### src/icf_pkg.sv
// ============================================================================
// icf_pkg - shared types and constants for the constant-fold ALU
// Operation and condition codes, operand widths and the structs that
// travel between the pipeline stages.
// ============================================================================
package icf_pkg;

    localparam int unsigned DATA_W   = 64;
    localparam int unsigned HALF_W   = 32;
    localparam int unsigned ACTION_W = 5;
    localparam int unsigned COND_W   = 4;
    localparam int unsigned SHIFT_W  = 6;

    // input word layout, lowest bit up
    localparam int unsigned IN_ACTION_LSB = 0;
    localparam int unsigned IN_WIDE_LSB   = IN_ACTION_LSB + ACTION_W;
    localparam int unsigned IN_X_LSB      = IN_WIDE_LSB + 1;
    localparam int unsigned IN_Y_LSB      = IN_X_LSB + DATA_W;
    localparam int unsigned IN_COND_LSB   = IN_Y_LSB + DATA_W;
    localparam int unsigned IN_USED_W     = IN_COND_LSB + COND_W;
    localparam int unsigned IN_TDATA_W    = ((IN_USED_W + 7) / 8) * 8;

    localparam logic [DATA_W-1:0] MASK_LO = {{HALF_W{1'b0}}, {HALF_W{1'b1}}};

    typedef enum logic [ACTION_W-1:0] {
        ACT_ADD    = 5'd0,
        ACT_SUB    = 5'd1,
        ACT_MUL    = 5'd2,
        ACT_AND    = 5'd3,
        ACT_OR     = 5'd4,
        ACT_XOR    = 5'd5,
        ACT_SHL    = 5'd6,
        ACT_SHR    = 5'd7,
        ACT_SAR    = 5'd8,
        ACT_ROTR   = 5'd9,
        ACT_ROTL   = 5'd10,
        ACT_NOT    = 5'd11,
        ACT_NEG    = 5'd12,
        ACT_ANDC   = 5'd13,
        ACT_ORC    = 5'd14,
        ACT_EQV    = 5'd15,
        ACT_NAND   = 5'd16,
        ACT_NOR    = 5'd17,
        ACT_EXT8S  = 5'd18,
        ACT_EXT16S = 5'd19,
        ACT_EXT8U  = 5'd20,
        ACT_EXT16U = 5'd21,
        ACT_EXT32S = 5'd22,
        ACT_EXT32U = 5'd23,
        ACT_CMP    = 5'd24
    } t_action;

    typedef enum logic [COND_W-1:0] {
        CND_EQ  = 4'd0,
        CND_NE  = 4'd1,
        CND_LT  = 4'd2,
        CND_GE  = 4'd3,
        CND_LE  = 4'd4,
        CND_GT  = 4'd5,
        CND_LTU = 4'd6,
        CND_GEU = 4'd7,
        CND_LEU = 4'd8,
        CND_GTU = 4'd9
    } t_cond;

    // decoded word: operands already cut to the operation width
    typedef struct packed {
        t_action           action;
        logic              wide;
        logic [DATA_W-1:0] x;
        logic [DATA_W-1:0] y;
        t_cond             cond;
    } t_dec;

    // executed word: logic result plus multiplier partial products
    typedef struct packed {
        logic              wide;
        logic              is_mul;
        logic [DATA_W-1:0] alu;
        logic [DATA_W-1:0] p_ll;
        logic [HALF_W-1:0] p_lh;
        logic [HALF_W-1:0] p_hl;
    } t_exe;

endpackage

### src/icf_merge.sv
// ============================================================================
// icf_merge - result stage
// Sums the multiplier partial products, picks the result, cuts it to the
// operation width and holds it in the output register.
// ============================================================================
module icf_merge (
    input  logic                      i_clk,
    input  logic                      i_rst_n,
    input  logic                      i_valid,
    output logic                      o_ready,
    input  icf_pkg::t_exe             i_exe,
    output logic                      o_valid,
    input  logic                      i_ready,
    output logic [icf_pkg::DATA_W-1:0] o_value
);
    import icf_pkg::*;

    logic               r_valid;
    logic [DATA_W-1:0]  r_value;
    logic [DATA_W-1:0]  n_value;
    logic [DATA_W-1:0]  w_mul;
    logic [HALF_W-1:0]  w_cross;
    logic               w_load;

    assign w_load  = !r_valid || i_ready;
    assign o_ready = w_load;
    assign o_valid = r_valid;
    assign o_value = r_value;

    // low 64 bits of the product: low*low plus the cross terms shifted up
    assign w_cross = i_exe.p_lh + i_exe.p_hl;
    assign w_mul   = i_exe.p_ll + {w_cross, {HALF_W{1'b0}}};

    always_comb begin
        n_value = i_exe.is_mul ? w_mul : i_exe.alu;
        if (!i_exe.wide) begin
            n_value = n_value & MASK_LO;
        end
    end

    always_ff @(posedge i_clk) begin
        if (!i_rst_n) begin
            r_valid <= 1'b0;
        end else if (w_load) begin
            r_valid <= i_valid;
        end
        if (w_load && i_valid) begin
            r_value <= n_value;
        end
    end

endmodule

### config.mk
export PLATFORM = sky130hd
export DESIGN_NAME = icf_merge
export DESIGN_NICKNAME = d
export VERILOG_FILES = /design/src/icf_pkg.sv /design/src/icf_merge.sv
export SDC_FILE = /design/constraint.sdc
export NUM_CORES = 1
export LEC_CHECK = 0
export BUFFER_PORTS_ARGS = -buffer_cell sky130_fd_sc_hd__buf_2
export CORE_ASPECT_RATIO = 0.8
export CORE_MARGIN = 4
export CORE_UTILIZATION = 49
export DETAILED_ROUTE_END_ITERATION = 16
export PLACE_DENSITY = 0.92
export SYNTH_ARGS = -nofsm -noshare
export SYNTH_HDL_FRONTEND = slang
export SYNTH_SLANG_ARGS = --single-unit
### constraint.sdc
create_clock -name i_clk -period 5.8 [get_ports i_clk]
set_input_delay 1.16 -clock i_clk [delete_from_list [all_inputs] [get_ports i_clk]]
set_output_delay 1.16 -clock i_clk [all_outputs]
set_load 0.01 [all_outputs]
# Word-level counts from Yosys, hierarchy flattened
# Index checks and enable logic that the tools add are counted.
dict set report word_totals {
  register_bits 65
}
dict set report op_classes {
  add_sub_neg 2
  muxes 1
  n_reduce_logical 3
}
# operator count
set ops {}
lappend ops {{adder 64 bit} 1}
lappend ops {{2-to-1 mux 64 bit} 1}
lappend ops {{adder 32 bit} 1}
lappend ops {{logical AND 1 bit} 1}
lappend ops {{logical NOT 1 bit} 1}
lappend ops {{logical OR 1 bit} 1}

# Longest topological paths before layout
dict set report depth {
  depth_word 3
  mapped_depth 22
}

# Worst setup path after synthesis
# Ideal clock, no wire load.
dict set report synth_timing {
  path_kind {in2reg}
  start {in i_exe[6] in the netlist's numbering}
  end {reg r_value[62], in the netlist o_value[62], data pin}
  setup_ps 276
  t_arrival_ps 4904
  path_slack_ps 620
  path_stages 19
  path_buffers 0
  path_cell_list {ha_1 -> a21o_1 -> a221o_1 -> a31o_1 -> a21oi_1 -> o21bai_1 -> a21oi_1 -> o2111ai_1 -> o311a_1 -> ha_1 -> and3_1 -> and4_1 -> a221oi_1 -> o21ai_1 -> a31oi_1 -> nor3_1 -> o41ai_1 -> xor2_1 -> a211oi_1}
}
dict set report synth_via {
  elab_chain_cells 3
}
# item line_no
set synth_lines {}
lappend synth_lines {{start: declaration} icf_merge.sv:11} ;# input icf_pkg::t_exe i_exe,
lappend synth_lines {{adder 32 bit} icf_merge.sv:31} ;# assign w_cross = i_exe.p_lh + i_exe.p_hl;
lappend synth_lines {{adder 64 bit} icf_merge.sv:32} ;# assign w_mul = i_exe.p_ll + {w_cross, {HALF_W{1'b0}}};
lappend synth_lines {{2-to-1 mux 64 bit} icf_merge.sv:35} ;# n_value = i_exe.is_mul ? w_mul : i_exe.alu;
lappend synth_lines {{end signal: assignment} icf_merge.sv:48} ;# r_value <= n_value;
lappend synth_lines {{end: declaration} icf_merge.sv:19} ;# logic [DATA_W-1:0] r_value;
# No other way between the ends.
# A chain may end at the register's enable or synchronous reset.

# Final worst setup path
dict set report layout_timing {
  start {in i_exe[1] in the netlist's numbering}
  end {reg r_value[62], in the netlist o_value[62], data pin}
}
# Same word-level chain as after synthesis.

==> run metrics <==
status=finished, final reports clean; reg-to-reg startpoint=o_valid; CP bufs+invs=1; Hold Crit Depth=2; dominant cell type by area after synthesis=edfxtp_1; WL per Instance=17.0 microns; die height=107 microns; Num CTS Buffers=9; final-report hold violation count=0; top post-synthesis cells by area=edfxtp_1 32%, ha_1 14%, mux2_2 6.0%; # rows=35; H-tree levels=3; sequential cell area=1940 sq um; fraction of layout cells with a size suffix above 1=36.9%; asr flop ratio synth=0%; CTS Buffer Depth=2; Setup TNS=0 ns; worst vdd rail ir drop=between 0.15 and 0.2 mV; R2R setup slack=4.15 ns; Unique masters post-synth=66; Antenna Nets Post-Route=0; top_reg_cell synth=edfxtp_1; reg2reg path depth=3; largest net degree at the start of global routing=77; sequential element share of the synthesized area=32.1%; achievable clock frequency=185 MHz; multi-input combinational cell area=about 4000 sq um; port bufs=263; fin crit share=93.4%; Fillers=904; Worst-Margin Slew=0.956 ns; DP Wirelength=14400 microns; DRT iter0 DRCs=387; Hold Path Class=reg -> reg; slowest CP cell=a211oi_1; CTS tree=built; vias in the first global route=between 5000 and 6000; WHS Endpoint=o_valid; Slowest Stage Delay on Critical Path=around 0.38 ns; Max Slew Vio Count=0; Final setup violation count=0; CTS sink count=65; PwrDens=278 nW/um^2; final net count=roughly 1200; io pins=between 200 and 300; family with the most delay on the worst path=compound AO/OA/AOI/OAI gates; # diodes=0; Core Area=11800 sq um; Initial Utilization=between 50% and 60%; gpl congestion=a little over 0.9; gr ovfl total=0; clock-pin slew on the worst setup and hold paths=0.06 ns; number of synthesized flops with an enable pin=64; die area=roughly 14000 sq um; initial antenna violation count=0; CP Capture Type=flop; Non-Filler Instances=1039; Vias=roughly 5900; Avg Cell Area, Syn=9.68 sq um; Total GRT Usage=about a quarter; # DRC=0; Post-Syn Nets=891; TritonRoute pass-1 iters=5; top cell type's share of synthesized area=31.8%; yosys warns=0; Max Cap Viol=0; #FFs+latches synth=65; Reg-to-Reg End=o_value[15]; drt via density=between 5 and 6; count leader, synth=ha_1; Total Power=between 2 and 2.5 mW; Post-Syn Area=6040 sq um; final WL=17700 microns; worst rel slew slack=between 30 and 40%; root buf cell=clkbuf_16; WHS=0.589 ns; placed cell count=1023; synth cell count leaders=67 x ha_1, 64 x edfxtp_1, 54 x nor2_1; die width=roughly 130 microns; CP arrival=5.44 ns; Critical Path RT=5.82 ns; worst-path fanout max=5; min Tclk post-route=between 5 and 6 ns; Post-Synthesis Cells=624; crit path kind=in -> reg; first-pass GRT wire length=27700 microns; Skew-Pair Late Insertion Delay=0.32 ns; synth-to-layout area growth=30.6%; crit-path cells=buf_2 > ha_1 > a211oi_1 > o21bai_1 > a31o_1 > a21oi_1 > o21bai_1 > a21oi_1 > o2111ai_1 > o311a_1 > ha_1 > and3_1 > and4_1 > a221oi_1 > o21ai_1 > a31oi_1 > nor3_1 > o41ai_1 > xor2_1 > a211oi_1; startpoint types=input port; leakage=3.73 nW; RSZ-0062 raised after global routing=false; Hold Crit Start=o_valid; worst clock skew=~0.0064 ns
-- metrics by stage --
step,instance area (sq um),util [%],worst slack (ns)
floorplan,6040,-,0.620
global placement,7510,63.8,0.190
detailed placement,7510,63.8,0.0859
CTS,7880,66.9,0.390
global route,7890,67.0,0.0317
finish,7890,67.0,0.381
-- worst min-delay path: stages, from the launching register on --
cell	delay (ns)
dfxtp_1	0.31
nand2b_1	0.13
a21boi_0	0.10
-- how the worst max path moves through the flow --
stage	start	slack, ns	depth (start not counted)	end
final	i_exe[1]	0.38	20	o_value[62]
after CTS	i_exe[0]	0.39	21	o_value[62]
after detailed placement	i_exe[0]	0.09	21	o_value[62]
after global placement	i_exe[0]	0.19	21	o_value[62]
after floorplan	i_exe[6]	0.62	19	o_value[62]
after global routing	i_exe[0]	0.03	20	o_value[62]
-- flip-flops by register name (all words and copies together), names as in the netlist --
name,cells
o_valid,1
o_value,64
-- placed cells by master, fill, tap and decap left out, types with 3 or more instances in the layout --
master,count
nor4_1,3
and2_1,3
nor3_1,7
nand2_1,35
a221o_1,3
nand4_1,7
o31ai_1,4
o211ai_1,5
o311ai_0,3
xnor2_1,34
mux2_2,32
clkbuf_16,9
mux2i_1,23
o21ai_1,6
a21oi_1,51
nor2b_1,4
a21o_1,29
nor2_1,54
o21a_1,7
nand3b_1,7
bufinv_16,4
inv_1,24
nand2b_1,6
edfxtp_1,64
nand3_1,15
buf_2,262
xor2_1,14
o21ai_0,24
o21bai_1,7
ha_1,67
buf_4,3
a211oi_1,12
a31oi_1,6
and3_1,7
or2_2,4
-- final cells by class --
type | instances | area share (%)
multi-input combinational | 520 | 50.3
sequential | 65 | 24.6
clock buffer | 9 | 2.85
timing repair buffer | 265 | 16.9
inverter | 25 | 1.19
tap | 148 | 2.35
clock inverter | 7 | 1.79
-- layer usage --
layer | track usage [%] | up-vias | wire, microns
met5 | 0 | - | 0
met4 | 6.97 | 0 | 488
met3 | 4.91 | 39 | 1320
met2 | 41.5 | 296 | 8440
met1 | 30.8 | 2671 | 7410
li1 | - | 2893 | -
-- where the power goes --
group | internal (mW) | leakage (nW) | switching (mW)
Sequential | 0.578 | 0.637 | 0.0114
Clock | 0.464 | 0.178 | 0.196
Combinational | 0.415 | 2.91 | 0.530
Total | 1.46 | 3.73 | 0.738
-- cell families (layout without fill, tap and decap cells) --
kind of cell / after synthesis / count (layout) / share of synthesized area, %
xor+xnor: 48 / 48 / 6.96
flops: 65 / 65 / 32.1
fa+ha+maj: 69 / 69 / 14.5
mux: 55 / 55 / 9.77
buf+inv: 39 / 306 / 2.42
compound gates: 186 / 186 / 21.1
simple gates: 162 / 162 / 13.1
-- timing repair --
action                                 CTS  global route
hold buffers                             0             0
gates resized for setup                  0             3
endpoints found under the hold margin    0             0
buffers inserted                         0             0
setup endpoints to repair                0             2
Power figures use the tool's default switching activity.
