<file path="src/icf_pkg.sv">
// ============================================================================
// icf_pkg - shared types and constants for the constant-fold ALU
// Operation and condition codes, operand widths and the structs that
// travel between the pipeline stages.
// ============================================================================
package icf_pkg;

    localparam int unsigned DATA_W   = 64;
    localparam int unsigned HALF_W   = 32;
    localparam int unsigned ACTION_W = 5;
    localparam int unsigned COND_W   = 4;
    localparam int unsigned SHIFT_W  = 6;

    // input word layout, lowest bit up
    localparam int unsigned IN_ACTION_LSB = 0;
    localparam int unsigned IN_WIDE_LSB   = IN_ACTION_LSB + ACTION_W;
    localparam int unsigned IN_X_LSB      = IN_WIDE_LSB + 1;
    localparam int unsigned IN_Y_LSB      = IN_X_LSB + DATA_W;
    localparam int unsigned IN_COND_LSB   = IN_Y_LSB + DATA_W;
    localparam int unsigned IN_USED_W     = IN_COND_LSB + COND_W;
    localparam int unsigned IN_TDATA_W    = ((IN_USED_W + 7) / 8) * 8;

    localparam logic [DATA_W-1:0] MASK_LO = {{HALF_W{1'b0}}, {HALF_W{1'b1}}};

    typedef enum logic [ACTION_W-1:0] {
        ACT_ADD    = 5'd0,
        ACT_SUB    = 5'd1,
        ACT_MUL    = 5'd2,
        ACT_AND    = 5'd3,
        ACT_OR     = 5'd4,
        ACT_XOR    = 5'd5,
        ACT_SHL    = 5'd6,
        ACT_SHR    = 5'd7,
        ACT_SAR    = 5'd8,
        ACT_ROTR   = 5'd9,
        ACT_ROTL   = 5'd10,
        ACT_NOT    = 5'd11,
        ACT_NEG    = 5'd12,
        ACT_ANDC   = 5'd13,
        ACT_ORC    = 5'd14,
        ACT_EQV    = 5'd15,
        ACT_NAND   = 5'd16,
        ACT_NOR    = 5'd17,
        ACT_EXT8S  = 5'd18,
        ACT_EXT16S = 5'd19,
        ACT_EXT8U  = 5'd20,
        ACT_EXT16U = 5'd21,
        ACT_EXT32S = 5'd22,
        ACT_EXT32U = 5'd23,
        ACT_CMP    = 5'd24
    } t_action;

    typedef enum logic [COND_W-1:0] {
        CND_EQ  = 4'd0,
        CND_NE  = 4'd1,
        CND_LT  = 4'd2,
        CND_GE  = 4'd3,
        CND_LE  = 4'd4,
        CND_GT  = 4'd5,
        CND_LTU = 4'd6,
        CND_GEU = 4'd7,
        CND_LEU = 4'd8,
        CND_GTU = 4'd9
    } t_cond;

    // decoded word: operands already cut to the operation width
    typedef struct packed {
        t_action           action;
        logic              wide;
        logic [DATA_W-1:0] x;
        logic [DATA_W-1:0] y;
        t_cond             cond;
    } t_dec;

    // executed word: logic result plus multiplier partial products
    typedef struct packed {
        logic              wide;
        logic              is_mul;
        logic [DATA_W-1:0] alu;
        logic [DATA_W-1:0] p_ll;
        logic [HALF_W-1:0] p_lh;
        logic [HALF_W-1:0] p_hl;
    } t_exe;

endpackage

</file>
<file path="src/icf_decode.sv">
// ============================================================================
// icf_decode - input stage
// Unpacks the input word, cuts the operands to the operation width and
// registers the decoded word.
// ============================================================================
module icf_decode (
    input  logic                             i_clk,
    input  logic                             i_rst_n,
    input  logic                             i_valid,
    output logic                             o_ready,
    input  logic [icf_pkg::IN_TDATA_W-1:0]   i_data,
    output logic                             o_valid,
    input  logic                             i_ready,
    output icf_pkg::t_dec                    o_dec
);
    import icf_pkg::*;

    logic  r_valid;
    t_dec  r_dec;
    t_dec  n_dec;
    logic  w_load;
    logic  [DATA_W-1:0] w_mask;

    assign w_load  = !r_valid || i_ready;
    assign o_ready = w_load;
    assign o_valid = r_valid;
    assign o_dec   = r_dec;

    // field unpack and width mask
    always_comb begin
        n_dec.action = t_action'(i_data[IN_ACTION_LSB +: ACTION_W]);
        n_dec.wide   = i_data[IN_WIDE_LSB];
        w_mask       = n_dec.wide ? {DATA_W{1'b1}} : MASK_LO;
        n_dec.x      = i_data[IN_X_LSB +: DATA_W] & w_mask;
        n_dec.y      = i_data[IN_Y_LSB +: DATA_W] & w_mask;
        n_dec.cond   = t_cond'(i_data[IN_COND_LSB +: COND_W]);
    end

    always_ff @(posedge i_clk) begin
        if (!i_rst_n) begin
            r_valid <= 1'b0;
        end else if (w_load) begin
            r_valid <= i_valid;
        end
        if (w_load && i_valid) begin
            r_dec <= n_dec;
        end
    end

endmodule

</file>
<file path="config.mk">
export PLATFORM = sky130hd
export DESIGN_NAME = icf_decode
export DESIGN_NICKNAME = d
export VERILOG_FILES = /design/src/icf_pkg.sv /design/src/icf_decode.sv
export SDC_FILE = /design/constraint.sdc
export NUM_CORES = 1
export LEC_CHECK = 0
export BUFFER_PORTS_ARGS = -buffer_cell sky130_fd_sc_hd__buf_2
export CAP_MARGIN = 30
export CORE_AREA = 2 2 111 113
export DETAILED_ROUTE_END_ITERATION = 10
export DIE_AREA = 0 0 113 115
export PLACE_DENSITY = 0.82
export SLEW_MARGIN = 20
export SYNTH_ARGS = -nofsm -noshare
export SYNTH_HDL_FRONTEND = slang
export SYNTH_SLANG_ARGS = --single-unit
</file>
<file path="constraint.sdc">
create_clock -name i_clk -period 12.5 [get_ports i_clk]
set_input_delay 1.25 -clock i_clk [delete_from_list [all_inputs] [get_ports i_clk]]
set_output_delay 1.25 -clock i_clk [all_outputs]
set_load 0.05 [all_outputs]
</file>
After elaboration in Yosys (flattened, before gate mapping). Index checks and enable logic that the tools add are counted. Widths: inputs -> output; s select.

Logic and storage cells: 12. Bits in latches: 0. Input port bits: 148. Memory bits (writable): 0. Output and inout port bits: 140. Memory bits (read-only): 0. Flip-flop bits (word level): 139. Memories kept: 0.

Multipliers: 0. Muxes and demuxes: 1. Eq/ne operators: 0. $add $sub $neg: 0. Divide/modulo/power cells: 0. Reductions and logical operators: 3. Shifts and indexed selects: 0. $lt $le $gt $ge: 0. Bitwise operators: 2.

Operator list (count): $and 64x64->64 (2); $mux 64 (1); $logic_and 1x1->1 (1); $logic_not 1->1 (1); $logic_or 1x1->1 (1).

Logic depth before layout (Yosys ltp). Gate-level depths: netlist of run 1.

Depth after elaboration: 3. Gate-level depth with buffers: 2. Mapped depth without buffers: 2.

Worst setup path after synthesis of run 1. No wires, ideal clock.

Kind: input -> register. Start: in i_ready. End: reg r_dec (netlist bit o_dec[0]) (enable). Buffers on the path: 0. Data required time: 11.987 ns. Arrival time: 4.947 ns. Setup slack: 7.039 ns. Stages: 2. Library setup time: 0.513 ns. Cells stage by stage: nand2b_1 and2_1.

Cells in the longest elaborated chain, start to end: 2.

Ends and longest elaborated chain: start, declared (line icf_decode.sv:13) `input logic i_ready,`; $logic_or 1x1->1 (line icf_decode.sv:24) `assign w_load = !r_valid || i_ready;`; $logic_and 1x1->1 (line icf_decode.sv:45) `if (w_load && i_valid) begin`; end signal, assigned (line icf_decode.sv:46) `r_dec <= n_dec;`; end, declared (line icf_decode.sv:19) `t_dec r_dec;`.

Every way passes these cells. A chain may end at the register's enable or synchronous reset.

Worst setup path after layout of run 1.
Start: in i_ready. End: reg r_dec (netlist bit o_dec[7]) (enable).

Same word-level chain as after synthesis.

==> key figures, run 1 <==
Drt
  • ANT nets after route: 0
  • M1 wire length: between 3000 and 4000 µm
  • Drt initial violations: 234
  • Via count: between 2k and 3k
  • Vias per cell: ~4.4
  • Residual DRC: 20
  • Wire length per cell: ~16 µm
  • DRT Wirelength: roughly 11000 µm
  • DR pass1 iterations: 7
  • Highest Signal Layer: met4
  • Routed wl met3: ~1300 µm
  • Detailed route wirelength on metal2: between 5000 and 6000 µm

CTS
  • Clock-pin slew on the worst setup and hold paths: 0.06 ns
  • TritonCTS clock tree: yes
  • # hold bufs at CTS: 0
  • Post-CTS Setup Bufs: 0
  • PostCTS Resize Cnt: 0
  • H-tree depth: 4
  • Clock buffer depth: 2
  • Sink Count: ~140
  • CTS Buf Count: 17
  • Worst-Skew Late Latency: about 0.41 ns
  • CTS root buf: clkbuf_16

Setup path
  • Slowest stage cell, crit path: buf_4
  • CP required: around 13 ns
  • Worst-case reg-to-reg path depth: 3
  • Startpoint types: input pin
  • Crit-path max cell delay: 0.80 ns
  • Crit path kind: in -> reg
  • Reg2reg start: o_valid
  • Crit end category: register
  • Worst EP arrival: around 3.1 ns
  • Reg2Reg Setup Slack: 10.08 ns
  • Crit Reg-Reg Endpoint: o_dec[7]
  • Critical path, cell by cell: buf_2 -> nand2b_1 -> and2_4 -> buf_4
  • Worst-path maximum fanout: 73

Global routing
  • Tot GR Track Use: 0.161
  • Largest net degree at the start of global routing: 74
  • Initial antenna violation count: 0
  • Vias in the first global route: 2973
  • First-pass GRT wire length: 15300 µm
  • GRT Residual Overflow: 0

Finish
  • Multi-input gate area: about 500 µm²
  • Nets: about 660
  • Ant diodes: 0
  • Final Cell Area: 6850 µm²
  • Fill cells: 909
  • Share of layout cells above drive strength 1: 0.720
  • Storage cell area: about 4200 µm²
  • Post-layout util: 0.580
  • Area Overhead vs Synth: 45.8%
  • Layout Cells excl Fill: approximately 670

Timing
  • Final Skew: approximately 0.0057 ns
  • Setup TNS: 0 ns
  • Final Setup Violations: 0
  • Slew HR: 0.387
  • Fmax achieved: between 300 and 400 MHz
  • Actual slew at the worst max-slew pin: 0.920 ns
  • Unrepaired setup endpoints after global routing: no
  • Final period utilization: 0.243
  • Fin crit period: roughly 3.0 ns
  • Slew Limit Fails: 0
  • Final hold viol count: 0

Floorplan
  • IO Count: roughly 290
  • Initial Util: 0.398
  • Die W: between 100 and 150 µm
  • Core area: between 10000 and 15000 µm²
  • Vert. Die Dim: roughly 120 µm
  • # rows: 40
  • Die area: between 10000 and 15000 µm²

Status
  • Failing checks: design-rule violations
  • Status: finished, violations left

Placed design
  • Inst Count DP: roughly 640
  • IO Port Bufs: between 200 and 300
  • Routability cong.: 0.684
  • Placed instance area: about 6300 µm²
  • Final HPWL DP: roughly 7800 µm

Power and ir drop
  • Power Dens Cells: 177 nW/µm²
  • Final Total Pwr: approximately 1.2 mW
  • Leak pwr: about 3.0 nW
  • Worst vdd ir: between 0.08 and 0.09 mV

Synthesis
  • Avg Synthesized Cell Area: around 22 µm²
  • Yosys cell types: 8
  • Synthesized instance count: between 200 and 250
  • Register area share after synthesis: 0.886
  • Cell area after synthesis: ~4700 µm²
  • Synth Warn #: 0
  • Syn Nets: ~360
  • Seq cells post-synth: about 140

Min path
  • Worst Hold Path EP: o_valid
  • Worst hold start: o_valid
  • Hold Path Class: reg -> reg
  • Cell depth of the worst min-delay path: 2

Run
  • Max-cap check violation count: 0
==> cell type report <==
cell class | count | area share
Clock buffer | 17 | 0.0621
Timing Repair Buffer | 282 | 0.206
Inverter | 1 | 0.000548
Clock inverter | 15 | 0.0228
Tap cell | 147 | 0.0268
Multi-Input combinational cell | 67 | 0.0734
Sequential cell | 139 | 0.608
==> worst max-delay path by stage <==
stage	depth (start not counted)	end	from
after floorplan	2	o_dec[0]	i_ready
after global placement	4	o_dec[104]	i_ready
after detailed placement	4	o_dec[102]	i_ready
after CTS	4	o_dec[129]	i_ready
after global routing	4	o_dec[74]	i_ready
final	4	o_dec[7]	i_ready
==> worst max-delay path, delay by kind of cell <==
| family | cells | cell delay, ns |
|---|---|---|
| buf+inv | 2 | 0.87 |
| simple gates | 2 | 0.81 |
==> power by group <==
group          total, mW  leakage, nW  internal [mW]  switching (mW)
Clock              0.488        0.278          0.309           0.179
Combinational      0.171         1.36         0.0411           0.130
Sequential         0.554         1.36          0.548         0.00674
Total               1.21         3.00          0.898           0.316
==> cell usage in the layout, fill, tap and decap left out, drive strengths merged <==
master / netlist / routed
bufinv: 0 / 3
nand2b: 1 / 1
a21boi: 1 / 1
inv: 1 / 1
edfxtp: 138 / 138
dfxtp: 1 / 1
and2: 65 / 65
clkinv: 0 / 9
buf: 0 / 282
clkinvlp: 0 / 3
clkbuf: 6 / 17
==> kinds of logic (layout without fill, tap and decap cells) <==
logic type	after synthesis	in the layout	synth area share
compound gates	1	1	0.00160
flops	139	139	0.886
buf+inv	7	315	0.00719
simple gates	66	66	0.105
==> per-stage QoR <==
| stage | setup slack, ns | hold slack (ns) |
|---|---|---|
| 2_1_floorplan | 7.04 | 1.15 |
| 6_report | 9.46 | 0.553 |
| 3_3_place_gp | 9.13 | 0.524 |
| 3_5_place_dp | 9.02 | 0.541 |
| 5_1_grt | 9.30 | 0.590 |
| 4_1_cts | 9.45 | 0.552 |
==> routing by layer <==
layer / vias to the layer above / track usage
li1: 1379 / -
met1: 1354 / 0.178
met2: 172 / 0.263
met3: 15 / 0.0817
met4: 0 / 0.0732
met5: - / 0
==> sequential cells by signal (all words and copies together) (netlist names) <==
| name | cells |
|---|---|
| o_valid | 1 |
| o_dec | 138 |
==> cell usage after synthesis <==
master    count  share of area
and2_2       64           0.10
dfxtp_1       1         0.0043
clkbuf_2      6         0.0064
a21boi_0      1         0.0016
inv_1         1        0.00080
nand2b_1      1         0.0013
and2_1        1         0.0013
edfxtp_1    138           0.88
Note: power is estimated with default switching activity, not from simulation.
==> inputs of run 2 (changes only) <==
ABC_AREA = 1   (was not set)
CORE_AREA = 2 2 112 114   (was 2 2 111 113)
DIE_AREA = 0 0 114 116   (was 0 0 113 115)
PLACE_DENSITY = 0.81   (was 0.82)
clock period = 3 ns   (was 12.5 ns; I/O delays follow)
==> key figures, run 2 <==
Finish
  • Fill cells: 946
  • Share of layout cells above drive strength 1: 0.527
  • Most common cell after layout, fill and taps aside: buf_2
  • Ant diodes: 0
  • Layout Cells excl Fill: roughly 740
  • Area Overhead vs Synth: 44.5%
  • Most frequent cells in the layout: buf_2, edfxtp_1, inv_1
  • Max FFs per register: 138
  • Nets: 724
  • Final Cell Area: ~6900 µm²

Synthesis
  • Number of flops mapped to enable cells by yosys: about 140
  • Syn Nets: 428
  • Most frequent cells after synthesis: edfxtp_1, inv_1, nand2_1
  • Cell area after synthesis: 4750 µm²
  • Mux share of post-synthesis cell area: 0
  • Synth top area share: 0.873
  • Xor and xnor area share after synthesis: 0
  • Yosys cell types: 6
  • Cell accounting for the most synthesized area: edfxtp_1
  • Register area share after synthesis: 0.877
  • Cell with the most instances after synthesis: edfxtp_1
  • Seq cells post-synth: between 100 and 150
  • Post-synthesis compound-gate area fraction: 0.00211
  • Avg Synthesized Cell Area: roughly 17 µm²
  • Synth area leaders: edfxtp_1, inv_1, nand2_1
  • Synthesized instance count: 280
  • Synth Warn #: 0
  • Synth Area in Simple Gates: 0.0514
  • Synthesized-area fraction occupied by adder cells: 0
  • Ys async rst share: 0
  • Main combinational cell family by area after synthesis: buffers and inverters
  • Top_reg_cell synth: edfxtp_1

Drt
  • Via count: roughly 3.2k
  • ANT nets after route: 0
  • DR pass1 iterations: 6
  • DRT Wirelength: ~11000 µm
  • Wire length per cell: approximately 15 µm
  • Residual DRC: 0
  • Vias per cell: ~4.3
  • Drt initial violations: 233

Floorplan
  • IO Count: 288
  • Die W: ~110 µm
  • # rows: 40
  • Core area: approximately 12000 µm²
  • Die area: between 10000 and 15000 µm²
  • Vert. Die Dim: around 120 µm
  • Initial Util: 0.399

Setup path
  • Crit end category: register
  • CP required: slightly above 3 ns
  • CP bufs+invs: 1
  • Startpoint types: register
  • Crit-path max cell delay: 0.63 ns
  • Crit path kind: reg -> reg
  • Worst EP arrival: 1.62 ns
  • Worst-path maximum fanout: 65
  • Slowest stage cell, crit path: buf_4
  • Kind of cell adding the most delay to the critical path: buffers and inverters
  • Critical path, cell by cell: a21oi_4 -> buf_4

Placed design
  • IO Port Bufs: ~280
  • Placed instance area: ~6300 µm²
  • Final HPWL DP: 8090 µm
  • Inst Count DP: approximately 700
  • Routability cong.: around 0.77

CTS
  • Clock-pin slew on the worst setup and hold paths: 0.06 ns
  • # hold bufs at CTS: 0
  • Worst-Skew Late Latency: roughly 0.41 ns
  • Clock buffer depth: 2
  • PostCTS Resize Cnt: 0
  • CTS root buf: clkbuf_16
  • Post-CTS Setup Bufs: 0
  • Sink Count: ~140
  • H-tree depth: 4
  • CTS Buf Count: 17
  • TritonCTS clock tree: yes

Run
  • Max-cap check violation count: 0

Global routing
  • Vias in the first global route: around 3.1k
  • Initial antenna violation count: 0
  • First-pass GRT wire length: 15400 µm
  • Tot GR Track Use: 0.160
  • Largest net degree at the start of global routing: 74
  • GRT Residual Overflow: 0

Timing
  • Fin crit period: between 1.5 and 2 ns
  • Final period utilization: 0.530
  • Final Setup Violations: 0
  • Actual slew at the worst max-slew pin: between 0.8 and 0.9 ns
  • Unrepaired setup endpoints after global routing: no
  • Worst hold slack: 0.0613 ns
  • Slew HR: 0.459
  • Final Skew: ~0.0043 ns
  • Fmax achieved: between 600 and 700 MHz
  • Slew Limit Fails: 0
  • Final hold viol count: 0

Power and ir drop
  • Worst vdd ir: 0.392 mV
  • Power Dens Cells: 721 nW/µm²
  • Leak pwr: 3.43 nW
  • Final Total Pwr: slightly below 5 mW

Status
  • Status: complete, no violations

Min path
  • Hold Path Class: in -> reg
[run 2: cell types whose count changed after synthesis, sizes merged]
cell | before | now
inv | 1 | 67
and2 | 65 | 0
nand2 | 0 | 65
buf | 0 | 7
clkbuf | 6 | 0
a21oi | 0 | 2
a21boi | 1 | 0
nand2b | 1 | 0
[run 2: per-layer routing]
metal  vias to the layer above  track usage  wire [µm]
li1                       1510            -          -
met3                        15       0.0795       1160
met1                      1468        0.173       3980
met4                         0       0.0585        191
met5                         -            0          0
met2                       173        0.272       5610
[run 2: area by class of cell]
class,instances,area [µm²],area share
multi-input cells,67,265,0.0387
flip-flops and latches,139,4170,0.607
inverters,67,251,0.0367
repair buffers,284,1450,0.212
clock buffers,19,433,0.0631
clock inverters,12,106,0.0155
well taps,147,184,0.0268
[run 2: path summary, 6_finish.rpt]
check | slack (ns) | from | endpoint | cells past startpoint
setup / recovery | 1.41 | o_valid | o_dec[33] | 2
hold / removal | 0.06 | i_data[27] | o_dec[89] | 1
setup reg to reg | 1.41 | o_valid | o_dec[33] | 2
hold reg to reg | 0.52 | o_valid | o_valid | 2
[run 2: power by group]
group	switching [mW]	internal, mW
sequential	0.0281	2.28
combinational	0.562	0.161
clock	0.720	1.19
[run 2: metrics by stage]
stage / TNS, ns / setup slack, ns / utilization
2_1_floorplan: -24.50 / -0.178 / -
3_3_place_gp: 0 / 1.34 / 0.529
3_5_place_dp: 0 / 1.27 / 0.531
4_1_cts: 0 / 1.41 / 0.576
5_1_grt: 0 / 1.32 / 0.576
6_report: 0 / 1.41 / 0.576
[run 2: kinds of logic (layout without fill, tap and decap cells)]
group,Yosys count,after routing
flip-flops,139,139
buffers and inverters,74,382
AND/OR/NAND/NOR,65,65
AO/OA/AOI/OAI,2,2
==> inputs of run 3 (changes only) <==
ABC_AREA = 0   (was 1)
CORE_AREA = 2 2 111 113   (was 2 2 112 114)
DIE_AREA = 0 0 113 115   (was 0 0 114 116)
PLACE_DENSITY = 0.82   (was 0.81)
clock period = 1.6 ns   (was 3 ns; I/O delays follow)
==> key figures, run 3 (synthesized netlist as in run 1, its figures left out) <==
Drt
  • Vias per cell: 4.44
  • Drt initial violations: approximately 160
  • Wire length per cell: between 15 and 20 µm
  • DR pass1 iterations: 7
  • ANT nets after route: 0
  • Residual DRC: 20
  • DRT Wirelength: roughly 13000 µm
  • Via count: 3311

Floorplan
  • Die W: approximately 110 µm
  • # rows: 40
  • Die area: about 13000 µm²
  • Vert. Die Dim: around 120 µm
  • Core area: ~12000 µm²
  • IO Count: around 290
  • Initial Util: 0.398

Global routing
  • Largest net degree at the start of global routing: 66
  • Initial antenna violation count: 0
  • Tot GR Track Use: 0.193
  • First-pass GRT wire length: roughly 18000 µm
  • GRT Residual Overflow: 0
  • Vias in the first global route: 3464

Timing
  • Slew Limit Fails: 0
  • Worst hold slack: ~0.042 ns
  • Final Skew: 0.00427 ns
  • Actual slew at the worst max-slew pin: about 0.89 ns
  • Final Setup Violations: 0
  • Slew HR: 0.403
  • Fin crit period: around 1.4 ns
  • Final period utilization: 0.846
  • Final hold viol count: 0
  • Fmax achieved: between 700 and 800 MHz
  • Unrepaired setup endpoints after global routing: no
  • PnR worst setup slack: about 0.25 ns

Finish
  • Ant diodes: 0
  • Nets: ~730
  • Share of layout cells above drive strength 1: 0.632
  • Layout Cells excl Fill: approximately 750
  • Final Cell Area: 7680 µm²
  • Max FFs per register: 138
  • Most common cell after layout, fill and taps aside: buf_2
  • Area Overhead vs Synth: 63.4%
  • Post-layout util: 0.650
  • Most frequent cells in the layout: buf_2, edfxtp_1, dlygate4sd3_1

Setup path
  • CP required: 1.68 ns
  • Worst-case reg-to-reg path depth: 3
  • Reg2reg start: o_valid
  • Crit-path max cell delay: 0.35 ns
  • Startpoint types: register
  • Crit. Startpoint: o_valid
  • Crit Reg-Reg Endpoint: o_dec[72]
  • Reg2Reg Setup Slack: 0.25 ns
  • Crit path kind: reg -> reg
  • Slowest stage cell, crit path: dfxtp_4
  • Critical path, cell by cell: nand2b_4 -> and2_4 -> buf_12
  • Worst-path maximum fanout: between 60 and 70
  • Worst EP arrival: 1.43 ns
  • Crit end category: register

CTS
  • Sink Count: 139
  • Worst-Skew Late Latency: 0.41 ns
  • TritonCTS clock tree: yes
  • PostCTS Resize Cnt: 0
  • CTS Buf Count: 17
  • Clock-pin slew on the worst setup and hold paths: roughly 0.06 ns
  • CTS root buf: clkbuf_16
  • H-tree depth: 4
  • Clock buffer depth: 2
  • Post-CTS Setup Bufs: 0

Power and ir drop
  • Leak pwr: around 3.3 nW
  • Power Dens Cells: ~1300 nW/µm²
  • Worst vdd ir: 0.612 mV

Min path
  • Cell depth of the worst min-delay path: 2
  • Worst Hold Path EP: o_dec[128]
  • Worst hold start: i_data[66]
  • Hold Path Class: in -> reg

Status
  • Status: finished, violations left
  • Failing checks: design-rule violations

Placed design
  • Inst Count DP: between 600 and 700
  • Final HPWL DP: between 7000 and 8000 µm
  • DP Worst Slack: ~0.24 ns
  • Routability cong.: roughly 0.7
  • Placed instance area: roughly 6300 µm²
  • IO Port Bufs: about 280

Run
  • Max-cap check violation count: 0
run 3: cell types whose count changed in the layout (fill, tap and decap cells not counted), sizes merged, moves of 2 or more:
| cell | change |
|---|---|
| inv | -65 |
| clkinv | -3 |
| nand2 | -65 |
| a21oi | -2 |
| and2 | +65 |
| dlygate4sd3 | +75 |
| bufinv | +2 |
run 3: final cells by class:
class	count	area, µm²
sequential	139	4170
fill	841	4130
timing repair buffer	359	2200
multi-input combinational	67	510
clock buffer	19	433
tap	147	184
clock inverter	13	174
inverter	1	3.75
run 3: worst max-delay path by stage:
| stage | to | slack [ns] | cells past startpoint |
|---|---|---|---|
| 6_report | o_dec[72] | 0.25 | 3 |
| 5_1_grt | o_dec[48] | 0.19 | 3 |
| 4_1_cts | o_dec[72] | 0.24 | 3 |
| 3_5_place_dp | o_dec[11] | 0.24 | 3 |
| 3_3_place_gp | o_dec[11] | 0.29 | 3 |
| 2_1_floorplan | o_dec[0] | -0.45 | 2 |
run 3: report_power, final:
| group | leakage, nW | switching, mW | total, mW | internal [mW] |
|---|---|---|---|---|
| Combinational | 1.69 | 1.06 | 1.52 | 0.456 |
| Clock | 0.290 | 1.42 | 4.01 | 2.59 |
| Sequential | 1.36 | 0.0609 | 4.34 | 4.27 |
| Total | 3.35 | 2.55 | 9.87 | 7.32 |
run 3: timing repair:
| item | CTS | global route |
|---|---|---|
| hold buffers | 75 | 0 |
| endpoints found under the hold margin | 74 | 0 |
| setup endpoints to repair | 0 | 0 |
run 3: metal layers:
layer  GRT usage  up-vias  wire length, µm
met1       0.201     1583             4510
met3      0.0749       23             1210
met5           0        -                0
met2       0.344      174             6740
li1            -     1531                -
met4      0.0902        0              286
run 3: worst max-delay path: cells and delay by family (launching register included):
family | cells | cell delay, ns
and+or+nand+nor | 2 | 0.31
buffers and inverters | 1 | 0.31
DFF | 1 | 0.35
run 3: stage by stage:
stage | power, mW | TNS (ns)
final | 9.87 | 0
after global routing | 10.2 | 0
after CTS | 9.95 | 0
after detailed placement | 5.77 | 0
after global placement | 5.74 | 0
after floorplan | 5.34 | -61.43
